### src/sv/fegx_pkg.sv
// Package for the frame encoder with group XOR check bytes.
// Holds framing constants, register indexes and the check shaping function.
// No dependencies.
package fegx_pkg;

    // Payload limit default and the fixed group size.
    localparam int MAX_PAYLOAD_DEF = 256;
    localparam int GROUP_SIZE      = 8;
    localparam int GROUP_SHIFT     = $clog2(GROUP_SIZE);

    // Field widths.
    localparam int BYTE_W = 8;
    localparam int CFG_W  = 1;
    localparam int CFG_AW = 2;

    // Framing bytes.
    localparam logic [BYTE_W-1:0] START_BYTE     = 8'h0D;
    localparam logic [BYTE_W-1:0] ALT_START_BYTE = 8'h20;
    localparam logic [BYTE_W-1:0] END_BYTE       = 8'h0A;
    localparam logic [BYTE_W-1:0] CHECK_OFFSET   = 8'd64;

    // Configuration register indexes.
    localparam logic [CFG_AW-1:0] REG_PARITY_ENABLE = 2'd0;
    localparam logic [CFG_AW-1:0] REG_CORRUPT_START = 2'd1;
    localparam logic [CFG_AW-1:0] REG_DROP_END      = 2'd2;

    // A check outside 64..127 gets the offset added, modulo 256.
    function automatic logic [BYTE_W-1:0] shape_check(input logic [BYTE_W-1:0] v);
        logic [BYTE_W-1:0] r;
        if (v[7:6] != 2'b01) begin
            r = v + CHECK_OFFSET;
        end else begin
            r = v;
        end
        return r;
    endfunction

endpackage

### src/sv/fegx_ram.sv
// Generic single-write, single-read RAM with registered read data.
// Used for the stored group checks; no package dependency.
module fegx_ram #(
    parameter int WIDTH = 8,
    parameter int DEPTH = 32,
    parameter int AW    = (DEPTH > 1) ? $clog2(DEPTH) : 1
) (
    input  logic             aclk,
    input  logic             we,
    input  logic [AW-1:0]    waddr,
    input  logic [WIDTH-1:0] wdata,
    input  logic             re,
    input  logic [AW-1:0]    raddr,
    output logic [WIDTH-1:0] rdata
);

    logic [WIDTH-1:0] mem [DEPTH];
    logic [WIDTH-1:0] rdata_reg;

    // Write port and registered read port.
    always_ff @(posedge aclk) begin
        if (we) begin
            mem[waddr] <= wdata;
        end
        if (re) begin
            rdata_reg <= mem[raddr];
        end
    end

    assign rdata = rdata_reg;

endmodule

### src/sv/frame_encoder_group_xor_check_unit.sv
// Frame encoder: start byte, payload, per-group XOR checks, end byte.
// ST_START sends the start byte ahead of a frame's first byte and ST_DATA sends each taken
// byte; a dropped byte is not sent. After the last byte, ST_CHECK_RD reads each check from
// RAM and ST_CHECK sends it, then ST_END the end byte. Input is taken only in ST_IDLE.
// Reset (aresetn, synchronous, low) clears counters, flags and the sequencer; the
// check RAM is not cleared since only entries written in the current frame are read.
module frame_encoder_group_xor_check_unit #(
    parameter int MAX_PAYLOAD = fegx_pkg::MAX_PAYLOAD_DEF
) (
    input  logic                           aclk,
    input  logic                           aresetn,
    // Configuration write port.
    input  logic                           cfg_we,
    input  logic [fegx_pkg::CFG_AW-1:0]    cfg_addr,
    input  logic [fegx_pkg::CFG_W-1:0]     cfg_wdata,
    // Input channel.
    input  logic                           s_valid,
    output logic                           s_ready,
    input  logic [fegx_pkg::BYTE_W-1:0]    s_data_byte,
    input  logic                           s_is_last,
    // Result channel.
    output logic                           m_valid,
    input  logic                           m_ready,
    output logic [fegx_pkg::BYTE_W-1:0]    m_out_byte,
    output logic                           m_frame_end,
    output logic                           m_overflow
);

    localparam int BW         = fegx_pkg::BYTE_W;
    localparam int GS         = fegx_pkg::GROUP_SIZE;
    localparam int GSH        = fegx_pkg::GROUP_SHIFT;
    localparam int NUM_GROUPS = (MAX_PAYLOAD + GS - 1) / GS;
    localparam int CNT_W      = $clog2(MAX_PAYLOAD + 1);
    localparam int GRP_W      = $clog2(NUM_GROUPS + 1);
    localparam int ADDR_W     = (NUM_GROUPS > 1) ? $clog2(NUM_GROUPS) : 1;
    localparam logic [CNT_W-1:0] MAX_CNT = CNT_W'(MAX_PAYLOAD);

    // Sequencer state codes.
    localparam logic [2:0] ST_IDLE     = 3'd0;
    localparam logic [2:0] ST_START    = 3'd1;
    localparam logic [2:0] ST_DATA     = 3'd2;
    localparam logic [2:0] ST_CHECK_RD = 3'd3;
    localparam logic [2:0] ST_CHECK    = 3'd4;
    localparam logic [2:0] ST_END      = 3'd5;

    // Configuration registers.
    logic parity_enable_reg;
    logic corrupt_start_reg;
    logic drop_end_reg;

    // Message state.
    logic [CNT_W-1:0] byte_count_reg, byte_count_next;
    logic [BW-1:0]    group_xor_reg, group_xor_next;
    logic             overflowed_reg, overflowed_next;

    // Latched transaction context.
    logic [2:0]       state_reg, state_next;
    logic [BW-1:0]    data_reg;
    logic [BW-1:0]    start_reg;
    logic             last_reg;
    logic             drop_reg;
    logic             ov_reg;
    logic [GRP_W-1:0] grp_cnt_reg, grp_cnt_next;

    // Output register.
    logic             m_valid_reg;
    logic [BW-1:0]    out_byte_reg;
    logic             frame_end_reg;
    logic             overflow_reg;

    // Datapath signals.
    logic             accept;
    logic             first_byte;
    logic             take_byte;
    logic [BW-1:0]    xor_new;
    logic [CNT_W-1:0] cnt_m1;
    logic [CNT_W:0]   cnt_round;
    logic [GRP_W-1:0] groups_new;
    logic             group_full;
    logic             ram_we;
    logic [ADDR_W-1:0] ram_waddr;
    logic             ram_re;
    logic [ADDR_W-1:0] ram_raddr;
    logic [BW-1:0]    ram_rdata;
    logic             out_free;
    logic             out_load;
    logic [BW-1:0]    out_byte_next;
    logic             frame_end_next;

    // Where the sequence goes after the payload byte.
    function automatic logic [2:0] after_data(input logic last, input logic [GRP_W-1:0] grp,
                                              input logic drop);
        logic [2:0] s;
        if (!last) begin
            s = ST_IDLE;
        end else if (grp != '0) begin
            s = ST_CHECK_RD;
        end else if (!drop) begin
            s = ST_END;
        end else begin
            s = ST_IDLE;
        end
        return s;
    endfunction

    // Configuration writes; indexes beyond the list are ignored.
    always_ff @(posedge aclk) begin
        if (!aresetn) begin
            parity_enable_reg <= 1'b1;
            corrupt_start_reg <= 1'b0;
            drop_end_reg      <= 1'b0;
        end else if (cfg_we) begin
            unique case (cfg_addr)
                fegx_pkg::REG_PARITY_ENABLE: parity_enable_reg <= cfg_wdata[0];
                fegx_pkg::REG_CORRUPT_START: corrupt_start_reg <= cfg_wdata[0];
                fegx_pkg::REG_DROP_END:      drop_end_reg      <= cfg_wdata[0];
                default: ;
            endcase
        end
    end

    assign s_ready = (state_reg == ST_IDLE);
    assign accept  = s_valid && s_ready;

    // Per-byte update of the count, the running XOR and the group store.
    always_comb begin
        first_byte      = (byte_count_reg == '0) && !overflowed_reg;
        take_byte       = (byte_count_reg < MAX_CNT);
        xor_new         = take_byte ? (group_xor_reg ^ s_data_byte) : group_xor_reg;
        byte_count_next = take_byte ? (byte_count_reg + CNT_W'(1)) : byte_count_reg;
        overflowed_next = overflowed_reg || !take_byte;
        group_full      = (byte_count_next[GSH-1:0] == '0);
        cnt_m1          = byte_count_next - CNT_W'(1);
        cnt_round       = {1'b0, byte_count_next} + (CNT_W+1)'(GS - 1);
        groups_new      = parity_enable_reg ? GRP_W'(cnt_round >> GSH) : '0;
        ram_we          = accept && ((take_byte && group_full) || (s_is_last && !group_full));
        ram_waddr       = ADDR_W'(cnt_m1 >> GSH);
        group_xor_next  = (group_full || s_is_last) ? '0 : xor_new;
    end

    always_ff @(posedge aclk) begin
        if (!aresetn) begin
            byte_count_reg <= '0;
            group_xor_reg  <= '0;
            overflowed_reg <= 1'b0;
        end else if (accept) begin
            byte_count_reg <= s_is_last ? '0 : byte_count_next;
            group_xor_reg  <= group_xor_next;
            overflowed_reg <= s_is_last ? 1'b0 : overflowed_next;
        end
    end

    // Latch the transaction context at acceptance.
    always_ff @(posedge aclk) begin
        if (accept) begin
            data_reg  <= s_data_byte;
            start_reg <= corrupt_start_reg ? fegx_pkg::ALT_START_BYTE : fegx_pkg::START_BYTE;
            last_reg  <= s_is_last;
            drop_reg  <= drop_end_reg;
            ov_reg    <= overflowed_next;
        end
    end

    fegx_ram #(
        .WIDTH (BW),
        .DEPTH (NUM_GROUPS),
        .AW    (ADDR_W)
    ) u_check_ram (
        .aclk  (aclk),
        .we    (ram_we),
        .waddr (ram_waddr),
        .wdata (xor_new),
        .re    (ram_re),
        .raddr (ram_raddr),
        .rdata (ram_rdata)
    );

    assign out_free  = !m_valid_reg || m_ready;
    assign ram_raddr = ADDR_W'(grp_cnt_reg - GRP_W'(1));

    // Sequencer: each output state loads one result into the output register.
    always_comb begin
        state_next     = state_reg;
        grp_cnt_next   = grp_cnt_reg;
        out_load       = 1'b0;
        out_byte_next  = data_reg;
        frame_end_next = 1'b0;
        ram_re         = 1'b0;
        unique case (state_reg)
            ST_IDLE: begin
                if (accept) begin
                    grp_cnt_next = s_is_last ? groups_new : '0;
                    if (first_byte) begin
                        state_next = ST_START;
                    end else if (take_byte) begin
                        state_next = ST_DATA;
                    end else begin
                        state_next = after_data(s_is_last, s_is_last ? groups_new : '0,
                                                drop_end_reg);
                    end
                end
            end
            ST_START: begin
                if (out_free) begin
                    out_load      = 1'b1;
                    out_byte_next = start_reg;
                    state_next    = ST_DATA;
                end
            end
            ST_DATA: begin
                // The start byte may precede an overflowed byte only if none was taken,
                // which cannot happen, so ST_DATA always carries a taken byte.
                if (out_free) begin
                    out_load       = 1'b1;
                    out_byte_next  = data_reg;
                    frame_end_next = last_reg && (grp_cnt_reg == '0) && drop_reg;
                    state_next     = after_data(last_reg, grp_cnt_reg, drop_reg);
                end
            end
            ST_CHECK_RD: begin
                ram_re     = 1'b1;
                state_next = ST_CHECK;
            end
            ST_CHECK: begin
                if (out_free) begin
                    out_load       = 1'b1;
                    out_byte_next  = fegx_pkg::shape_check(ram_rdata);
                    frame_end_next = (grp_cnt_reg == GRP_W'(1)) && drop_reg;
                    grp_cnt_next   = grp_cnt_reg - GRP_W'(1);
                    if (grp_cnt_reg > GRP_W'(1)) begin
                        state_next = ST_CHECK_RD;
                    end else if (!drop_reg) begin
                        state_next = ST_END;
                    end else begin
                        state_next = ST_IDLE;
                    end
                end
            end
            ST_END: begin
                if (out_free) begin
                    out_load       = 1'b1;
                    out_byte_next  = fegx_pkg::END_BYTE;
                    frame_end_next = 1'b1;
                    state_next     = ST_IDLE;
                end
            end
            default: begin
                state_next = ST_IDLE;
            end
        endcase
    end

    always_ff @(posedge aclk) begin
        if (!aresetn) begin
            state_reg   <= ST_IDLE;
            grp_cnt_reg <= '0;
        end else begin
            state_reg   <= state_next;
            grp_cnt_reg <= grp_cnt_next;
        end
    end

    // Output register; the start byte never carries the overflow flag.
    always_ff @(posedge aclk) begin
        if (!aresetn) begin
            m_valid_reg <= 1'b0;
        end else if (out_load) begin
            m_valid_reg <= 1'b1;
        end else if (m_ready) begin
            m_valid_reg <= 1'b0;
        end
    end

    always_ff @(posedge aclk) begin
        if (out_load) begin
            out_byte_reg  <= out_byte_next;
            frame_end_reg <= frame_end_next;
            overflow_reg  <= (state_reg == ST_START) ? 1'b0 : ov_reg;
        end
    end

    assign m_valid     = m_valid_reg;
    assign m_out_byte  = out_byte_reg;
    assign m_frame_end = frame_end_reg;
    assign m_overflow  = overflow_reg;

    // The overflow flag is only set once the payload limit is reached.
    a_ovf_at_limit: assert property (@(posedge aclk) disable iff (!aresetn)
        overflowed_reg |-> (byte_count_reg == MAX_CNT))
        else $error("overflow flag set below the payload limit");

    // The byte count never passes the payload limit.
    a_cnt_bound: assert property (@(posedge aclk) disable iff (!aresetn)
        byte_count_reg <= MAX_CNT)
        else $error("byte count beyond the payload limit");

    // Check states always have a stored group left to send.
    a_check_grp: assert property (@(posedge aclk) disable iff (!aresetn)
        ((state_reg == ST_CHECK_RD) || (state_reg == ST_CHECK)) |->
        ((grp_cnt_reg != '0) && (grp_cnt_reg <= GRP_W'(NUM_GROUPS))))
        else $error("check state without a pending group");

    // The check state is entered only from its RAM read state in the previous cycle.
    a_read_before_check: assert property (@(posedge aclk) disable iff (!aresetn)
        (state_reg == ST_CHECK) && !$past(state_reg == ST_CHECK) |->
        $past(state_reg == ST_CHECK_RD))
        else $error("check state entered without a RAM read");

endmodule

### config.mk
export PLATFORM = sky130hd
export DESIGN_NAME = frame_encoder_group_xor_check_unit
export DESIGN_NICKNAME = d
export VERILOG_FILES = /design/src/sv/fegx_pkg.sv /design/src/sv/fegx_ram.sv /design/src/sv/frame_encoder_group_xor_check_unit.sv
export SDC_FILE = /design/constraint.sdc
export NUM_CORES = 1
export LEC_CHECK = 0
export ABC_CLOCK_PERIOD_IN_PS = 3700
export BUFFER_PORTS_ARGS = -buffer_cell sky130_fd_sc_hd__buf_2
export CAP_MARGIN = 20
export CORE_AREA = 2 2 117 204
export DETAILED_ROUTE_END_ITERATION = 6
export DIE_AREA = 0 0 119 206
export PLACE_DENSITY_LB_ADDON = 0.05
export SETUP_SLACK_MARGIN = 0.15
export SYNTH_ARGS = -nofsm -noshare
export SYNTH_HDL_FRONTEND = slang
export SYNTH_SLANG_ARGS = --single-unit
### constraint.sdc
create_clock -name aclk -period 3.7 [get_ports aclk]
set_input_delay 0.74 -clock aclk [delete_from_list [all_inputs] [get_ports aclk]]
set_output_delay 0.74 -clock aclk [all_outputs]
set_load 0.01 [all_outputs]
==> metrics.yaml, run 1 <==
run_status: "finished clean"
period_share: 0.877
grt_pass1_vias: 7483
synth_xor_area_frac: 0.0163
synth_mux_area_frac: 0.145
synth_cell_types: 70
met2_usage: 0.485
avgSynthCellArea_sq_um: 17.3
synthFlopType: "edfxtp_1"
synth_top_family_by_area: "multiplexers"
cp.depth: 7
grt_max_degree: 69
min_path_cells: 1
coreArea_sq_mm: 0.0231
cts-root-buf: "clkbuf_16"
setup_viol: 0
drt-initial-drc-count: 564
gr-usage-met3: 0.0268
clk_latency_ns: 0.56
synthToLayoutAreaGrowth_pct: 13.2
worstPathArrival_ns: 3.44
routedWlPerCell_um: 26.3
diodes: 0
placed_cells: 1106
synth_seq_cells: 318
layout_common_cells: "287 x edfxtp_1, 80 x mux4_2, 50 x nor2_1, 43 x buf_4, 32 x nand2_1"
syn_area_sq_mm: 0.0133
dr.pass1.iters: 5
powerDensity_mw_per_mm2: 683
grt_pass1_wl_um: 45700
tritoncts: "yes"
layout.nets: 853
worst-path-buf-inv: 0
reg2reg_depth: 7
post_cts_resized: 0
slew_violations: 0
rows: 74
cp_max_fo: 8
initial_core_util: 0.577
synth_adder_area_share: 0.00376
vias_per_cell: 6.29
setup_tns_ns: 0
endpoint_kind: "flop"
place_hpwl_um: 20500
grt_antenna_before_repair: 0
dieArea_sq_mm: 0.0245
largest_reg_flops: 256
drive_gt1_frac: 0.270
cap_violations: 0
ys_seq_area_frac: 0.694
final_cells: 1156
drc: 0
final_area_sq_mm: 0.0151
synthSimpleGateAreaFrac: 0.0714
maxSlewHeadroom: 0.311
critPathRequiredTime_ns: 3.89
io_pins: 29
period_needed_ns: 3.25
clock_sinks: 318
ant_nets: 0
drt_wl_total_um: 30400
grt.busiest_layer: "met2"
final_common_cell: "edfxtp_1"
rsz0062_at_grt: "false"
htree_levels: 1
gp_congestion: 0.859
yosysWarnings: 0
synth_area_leaders: "edfxtp_1 65%, mux4_2 14%, dfxtp_1 4.7%"
clk_path_buf_depth: 3
postCtsSetupBuffers: 0
netlist.area_leader.share: 0.647
async_flop_share: 0
gr-usage-met1: 0.284
syn-num-nets: 789
synth-compound-area-share: 0.0516
min_path_type: "in2reg"
via_count: 7267
fill_cells: 1610
tightest_slew_ns: 1.03
path_cells: "ha_1, nand4b_2, xor2_1, nand3_4, nor3_1, o21ai_1, nor2_1"
fmax_mhz: 308
power_leakage_uw: 0.00488
critical_path.top_delay_family: "simple AND/OR/NAND/NOR gates"
io_buffers: 28
die_x_um: 119
cp_slowest_cell: "nor2_1"
synthCells: 768
critical-path-max-stage-delay_ns: 0.65
clkSlewWorstSetupHoldPaths_ns: 0.07
hold_buffers: 0
crit_type: "reg2reg"
dieHeight_um: 206
post-route-util: 0.653
synth_edf_count: 287
synth_top_cell_by_area: "edfxtp_1"
start_kind: "flop"
grt.total_usage: 0.257
placed_area_sq_mm: 0.0141
grt-ovfl-total: 0
finClkSkew_ns: 0.0103
cts_inserted_buffers: 28
hold_viol_final: 0
vdd_ir_drop_max_v: 0.000449
stage by stage:
stage	hold slack (ns)	power (uW)	setup WS [ns]
4_1_cts	0.352	10400	0.370
6_report	0.379	10300	0.453
3_3_place_gp	0.427	7200	0.583
5_1_grt	0.368	10700	0.214
2_1_floorplan	0.408	6320	0.605
3_5_place_dp	0.430	7260	0.419
logic make-up after synthesis:
logic type	count (synthesis)
adders and majority gates	4
xor gates and xnor gates	23
buffers and inverters	50
muxes	92
DFF	318
and+or+nand+nor	179
AOI/OAI and AO/OA	102
per-layer routing:
metal | routed length [um] | part of all wire
met1 | 10500 | 0.35
met2 | 17200 | 0.57
met3 | 1100 | 0.036
met4 | 1610 | 0.053
met5 | 0 | 0
final timing paths:
check,end,slack [ns],startpoint
worst max register to register,u_check_ram.mem[21][5],0.45,byte_count_reg[1]
worst min register to register,start_reg[5],0.46,corrupt_start_reg
worst max-delay path,u_check_ram.mem[21][5],0.45,byte_count_reg[1]
worst min-delay path,data_reg[2],0.38,s_data_byte[2]
cell usage after synthesis, drive strengths merged, types with 5 or more instances:
| master | number |
|---|---|
| nor4 | 16 |
| xor2 | 6 |
| xnor2 | 17 |
| clkbuf | 24 |
| nand2 | 32 |
| nor2 | 52 |
| and2 | 5 |
| a22oi | 14 |
| dfxtp | 31 |
| a21oi | 21 |
| o21ai | 31 |
| edfxtp | 287 |
| nor2b | 19 |
| nand3 | 10 |
| a31oi | 5 |
| mux4 | 80 |
| mux2 | 8 |
| nor3 | 15 |
| buf | 15 |
| nor3b | 5 |
| inv | 10 |
final cells by class:
| cell class | count | area [sq um] | share of cell area |
|---|---|---|---|
| clock buffer | 33 | 741 | 0.0492 |
| clock inverter | 17 | 244 | 0.0162 |
| inverter | 11 | 41.3 | 0.00274 |
| multi-input combinational | 400 | 3910 | 0.260 |
| sequential | 318 | 9240 | 0.614 |
| tap | 304 | 380 | 0.0253 |
| timing repair buffer | 73 | 503 | 0.0334 |
report_power, final:
part | internal, uW | leakage (uW) | switching, uW | total (uW)
clock | 1850 | 0.000486 | 1270 | 3120
combinational | 1200 | 0.00155 | 1550 | 2740
sequential | 4300 | 0.00285 | 117 | 4420
(Power assumes the default switching activity.)
==> run 2, diff against run 1 <==
--- a/config.mk
+++ b/config.mk
@@ -8,9 +8,9 @@
 export ABC_CLOCK_PERIOD_IN_PS = 3700
 export BUFFER_PORTS_ARGS = -buffer_cell sky130_fd_sc_hd__buf_2
 export CAP_MARGIN = 20
-export CORE_AREA = 2 2 117 204
+export CORE_AREA = 2 2 126 189
 export DETAILED_ROUTE_END_ITERATION = 6
-export DIE_AREA = 0 0 119 206
+export DIE_AREA = 0 0 128 191
 export PLACE_DENSITY_LB_ADDON = 0.05
 export SETUP_SLACK_MARGIN = 0.15
 export SYNTH_ARGS = -nofsm -noshare
==> metrics.yaml, run 2 (same netlist as run 1, synthesis figures left out) <==
synthToLayoutAreaGrowth_pct: 13.0
layout.nets: 856
gp_congestion: 0.842
vias_per_cell: 6.43
dr.pass1.iters: 5
largest_reg_flops: 256
vdd_ir_drop_max_v: 0.000430
worstPathArrival_ns: 3.35
period_needed_ns: 3.17
clk_path_buf_depth: 3
multi_input_area_sq_mm: 0.00392
dieHeight_um: 191
routedWlPerCell_um: 26.0
endpoint_kind: "flop"
slew_violations: 0
layout_common_cells: "287 x edfxtp_1, 80 x mux4_2, 51 x nor2_1, 45 x buf_4, 32 x nand2_1"
rows: 68
maxSlewHeadroom: 0.290
drc: 0
critPathRequiredTime_ns: 3.87
diodes: 0
drt_wl_total_um: 29500
critical-path-max-stage-delay_ns: 0.68
area.sequential_sq_mm: 0.00924
hold_buffers: 0
post_cts_resized: 0
grt_pass1_vias: 7549
drt-initial-drc-count: 561
cp_max_fo: 8
finClkSkew_ns: 0.00796
die_x_um: 128
final_common_cell: "edfxtp_1"
clk_latency_ns: 0.55
place_hpwl_um: 19800
drive_gt1_frac: 0.273
cap_violations: 0
critical_path.top_delay_family: "simple AND/OR/NAND/NOR gates"
min_path_type: "in2reg"
start_kind: "flop"
crit_type: "reg2reg"
grt_pass1_wl_um: 45400
post-route-util: 0.660
htree_levels: 1
cts-root-buf: "clkbuf_16"
cp_slowest_cell: "nor2_1"
cts_inserted_buffers: 29
grt.total_usage: 0.251
io_buffers: 28
fmax_mhz: 315
powerDensity_mw_per_mm2: 680
hold_viol_final: 0
via_count: 7311
cp.depth: 7
setup_viol: 0
coreArea_sq_mm: 0.0228
power_leakage_uw: 0.00489
grt_antenna_before_repair: 0
postCtsSetupBuffers: 0
min_path_cells: 1
io_pins: 29
clkSlewWorstSetupHoldPaths_ns: 0.06
run_status: "finished clean"
grt-ovfl-total: 0
worst-path-buf-inv: 0
reg2reg_depth: 7
period_share: 0.858
ant_nets: 0
initial_core_util: 0.584
dieArea_sq_mm: 0.0244
fill_cells: 1567
grt_max_degree: 69
tritoncts: "yes"
rsz0062_at_grt: "false"
setup_tns_ns: 0
path_cells: "ha_1, nand4b_2, xor2_1, nand3_4, nor3_1, o21ai_1, nor2_1"
clock_sinks: 318
tightest_slew_ns: 1.06
run 2: worst register-to-register path: stages, from the launching register on:
cell and delay, ns:
dfxtp_1 0.44, ha_1 0.32, nand4b_2 0.26, xor2_1 0.44, nand3_4 0.18, nor3_1 0.27, o21ai_1 0.21, nor2_1 0.69
run 2: metal layers:
| metal | wire length [um] | up-vias | global-route usage |
|---|---|---|---|
| li1 | - | 3221 | - |
| met1 | 11000 | 3749 | 0.311 |
| met2 | 16000 | 266 | 0.451 |
| met3 | 1350 | 75 | 0.0277 |
| met4 | 1160 | 0 | 0.0959 |
| met5 | 0 | - | 0 |
run 2: power breakdown:
group / internal (uW) / switching [uW]
Combinational: 1210 / 1580
Sequential: 4300 / 114
Clock: 1760 / 1270
Total: 7270 / 2960
run 2: layout make-up:
class / instances / share of cell area
clock buffer: 40 / 0.0550
clock inverter: 13 / 0.00956
inverter: 11 / 0.00274
multi-input combinational: 400 / 0.261
sequential: 318 / 0.614
tap: 280 / 0.0233
timing repair buffer: 75 / 0.0344
run 2: path summary, 6_finish.rpt:
check | from | endpoint | slack [ns]
worst min-delay path | s_data_byte[6] | data_reg[6] | 0.39
worst max register to register | byte_count_reg[0] | u_check_ram.mem[5][4] | 0.53
worst max-delay path | byte_count_reg[0] | u_check_ram.mem[5][4] | 0.53
worst min register to register | corrupt_start_reg | start_reg[5] | 0.48
run 2: through the flow:
| stage | total power [uW] | std cells | instance area, sq um | setup WS, ns | hold WS (ns) |
|---|---|---|---|---|---|
| after floorplan | 6320 | 768 | 13300 | 0.605 | 0.408 |
| final | 10200 | 1137 | 15000 | 0.526 | 0.387 |
| after global placement | 7250 | 1084 | 14100 | 0.627 | 0.479 |
| after CTS | 10300 | 1137 | 15000 | 0.426 | 0.374 |
| after detailed placement | 7290 | 1084 | 14100 | 0.493 | 0.457 |
| after global routing | 10600 | 1137 | 15000 | 0.244 | 0.376 |
==> run 3, diff against run 2 <==
--- a/config.mk
+++ b/config.mk
@@ -8,9 +8,9 @@
 export ABC_CLOCK_PERIOD_IN_PS = 3700
 export BUFFER_PORTS_ARGS = -buffer_cell sky130_fd_sc_hd__buf_2
 export CAP_MARGIN = 20
-export CORE_AREA = 2 2 126 189
+export CORE_AREA = 2 2 138 173
 export DETAILED_ROUTE_END_ITERATION = 6
-export DIE_AREA = 0 0 128 191
+export DIE_AREA = 0 0 140 175
 export PLACE_DENSITY_LB_ADDON = 0.05
 export SETUP_SLACK_MARGIN = 0.15
 export SYNTH_ARGS = -nofsm -noshare
==> metrics.yaml, run 3 (same netlist as run 1, synthesis figures left out) <==
run_status: "finished, violations left"
violations: "design-rule violations"
layout_common_cells: "287 x edfxtp_1, 80 x mux4_2, 51 x nor2_1, 44 x buf_4, 32 x nand2_1"
grt-ovfl-total: 0
fmax_mhz: 318
tritoncts: "yes"
initial_core_util: 0.582
vdd_ir_drop_max_v: 0.000482
worstPathArrival_ns: 3.32
drc: 3
r2r-start: "byte_count_reg[0]"
htree_levels: 1
dieHeight_um: 175
critPathLaunch: "byte_count_reg[0]"
vias_per_cell: 6.40
dr.pass1.iters: 7
via_count: 7339
tightest_slew_ns: 1.02
ant_nets: 0
grt_pass1_vias: 7539
final_common_cell: "edfxtp_1"
powerDensity_mw_per_mm2: 675
gp_congestion: 0.885
coreArea_sq_mm: 0.0229
io_buffers: 28
cp_max_fo: 9
clkSlewWorstSetupHoldPaths_ns: 0.06
min_path_type: "in2reg"
cts-root-buf: "clkbuf_16"
routedWlPerCell_um: 25.3
clock_sinks: 318
start_kind: "flop"
rows: 62
diodes: 0
grt.total_usage: 0.241
drt-initial-drc-count: 770
grt_antenna_before_repair: 0
critPathRequiredTime_ns: 3.87
finClkSkew_ns: 0.0136
period_needed_ns: 3.14
cap_violations: 0
grt_pass1_wl_um: 44600
min_from: "s_data_byte[4]"
cts_inserted_buffers: 30
drive_gt1_frac: 0.274
layout.nets: 856
setup_tns_ns: 0
maxSlewHeadroom: 0.314
hold_buffers: 0
hold_viol_final: 0
setup_viol: 0
clk_path_buf_depth: 3
endpoint_kind: "flop"
rsz0062_at_grt: "false"
crit_type: "reg2reg"
largest_reg_flops: 256
power_leakage_uw: 0.00491
postCtsSetupBuffers: 0
place_hpwl_um: 18900
clk_latency_ns: 0.55
dieArea_sq_mm: 0.0245
period_share: 0.849
slew_violations: 0
io_pins: 29
post_cts_resized: 0
synthToLayoutAreaGrowth_pct: 13.2
drt_wl_total_um: 29100
die_x_um: 140
grt_max_degree: 69
hold-worst-slack_ns: 0.378
-- run 3: cell count changes in the layout (fill, tap and decap cells not counted), sizes merged --
cell	delta
clkinv	+4
clkbuf	+2
clkinvlp	-2
buf	-1
bufinv	-1
-- run 3: layout make-up --
type | count | area [sq um]
Clock buffer | 42 | 877
Sequential cell | 318 | 9240
Tap cell | 288 | 360
Fill cell | 1496 | 7820
Multi-Input combinational cell | 400 | 3910
Clock inverter | 14 | 119
Timing Repair Buffer | 74 | 510
Inverter | 11 | 41.3
-- run 3: report_power, final --
part           switching [uW]  internal [uW]  total, uW
sequential                119           4300       4420
combinational            1510           1200       2710
clock                    1260           1780       3040
total                    2890           7280      10200
-- run 3: metal layers --
layer | wire length, um | part of all wire | global-route usage | vias up
met1 | 12200 | 0.42 | 0.338 | 3782
met5 | 0 | 0 | 0 | -
li1 | - | - | - | 3215
met3 | 1740 | 0.060 | 0.0356 | 58
met2 | 14100 | 0.48 | 0.389 | 284
met4 | 1110 | 0.038 | 0.0960 | 0
-- run 3: final timing paths --
path,to,cells after the start,slack [ns]
setup / recovery,u_check_ram.mem[2][2],7,0.56
hold reg to reg,start_reg[5],0,0.46
hold / removal,data_reg[4],1,0.38
setup reg to reg,u_check_ram.mem[2][2],7,0.56
-- run 3: metrics by stage --
stage	utilization	instances	worst slack [ns]	cell area (sq um)	power, uW
finish	0.658	1147	0.558	15100	10200
global route	0.658	1147	0.365	15100	10600
CTS	0.658	1147	0.564	15100	10300
detailed placement	0.615	1091	0.617	14100	7230
global placement	0.615	1091	0.790	14100	7180
floorplan	-	768	0.605	13300	6320
-- run 3: critical path: stages, from the launching register on --
cell and delay (ns):
dfxtp_1 0.44, ha_1 0.32, nand4b_2 0.23, xor2_1 0.41, nand3_4 0.19, xnor2_1 0.29, nand2b_1 0.28, nor2_1 0.59
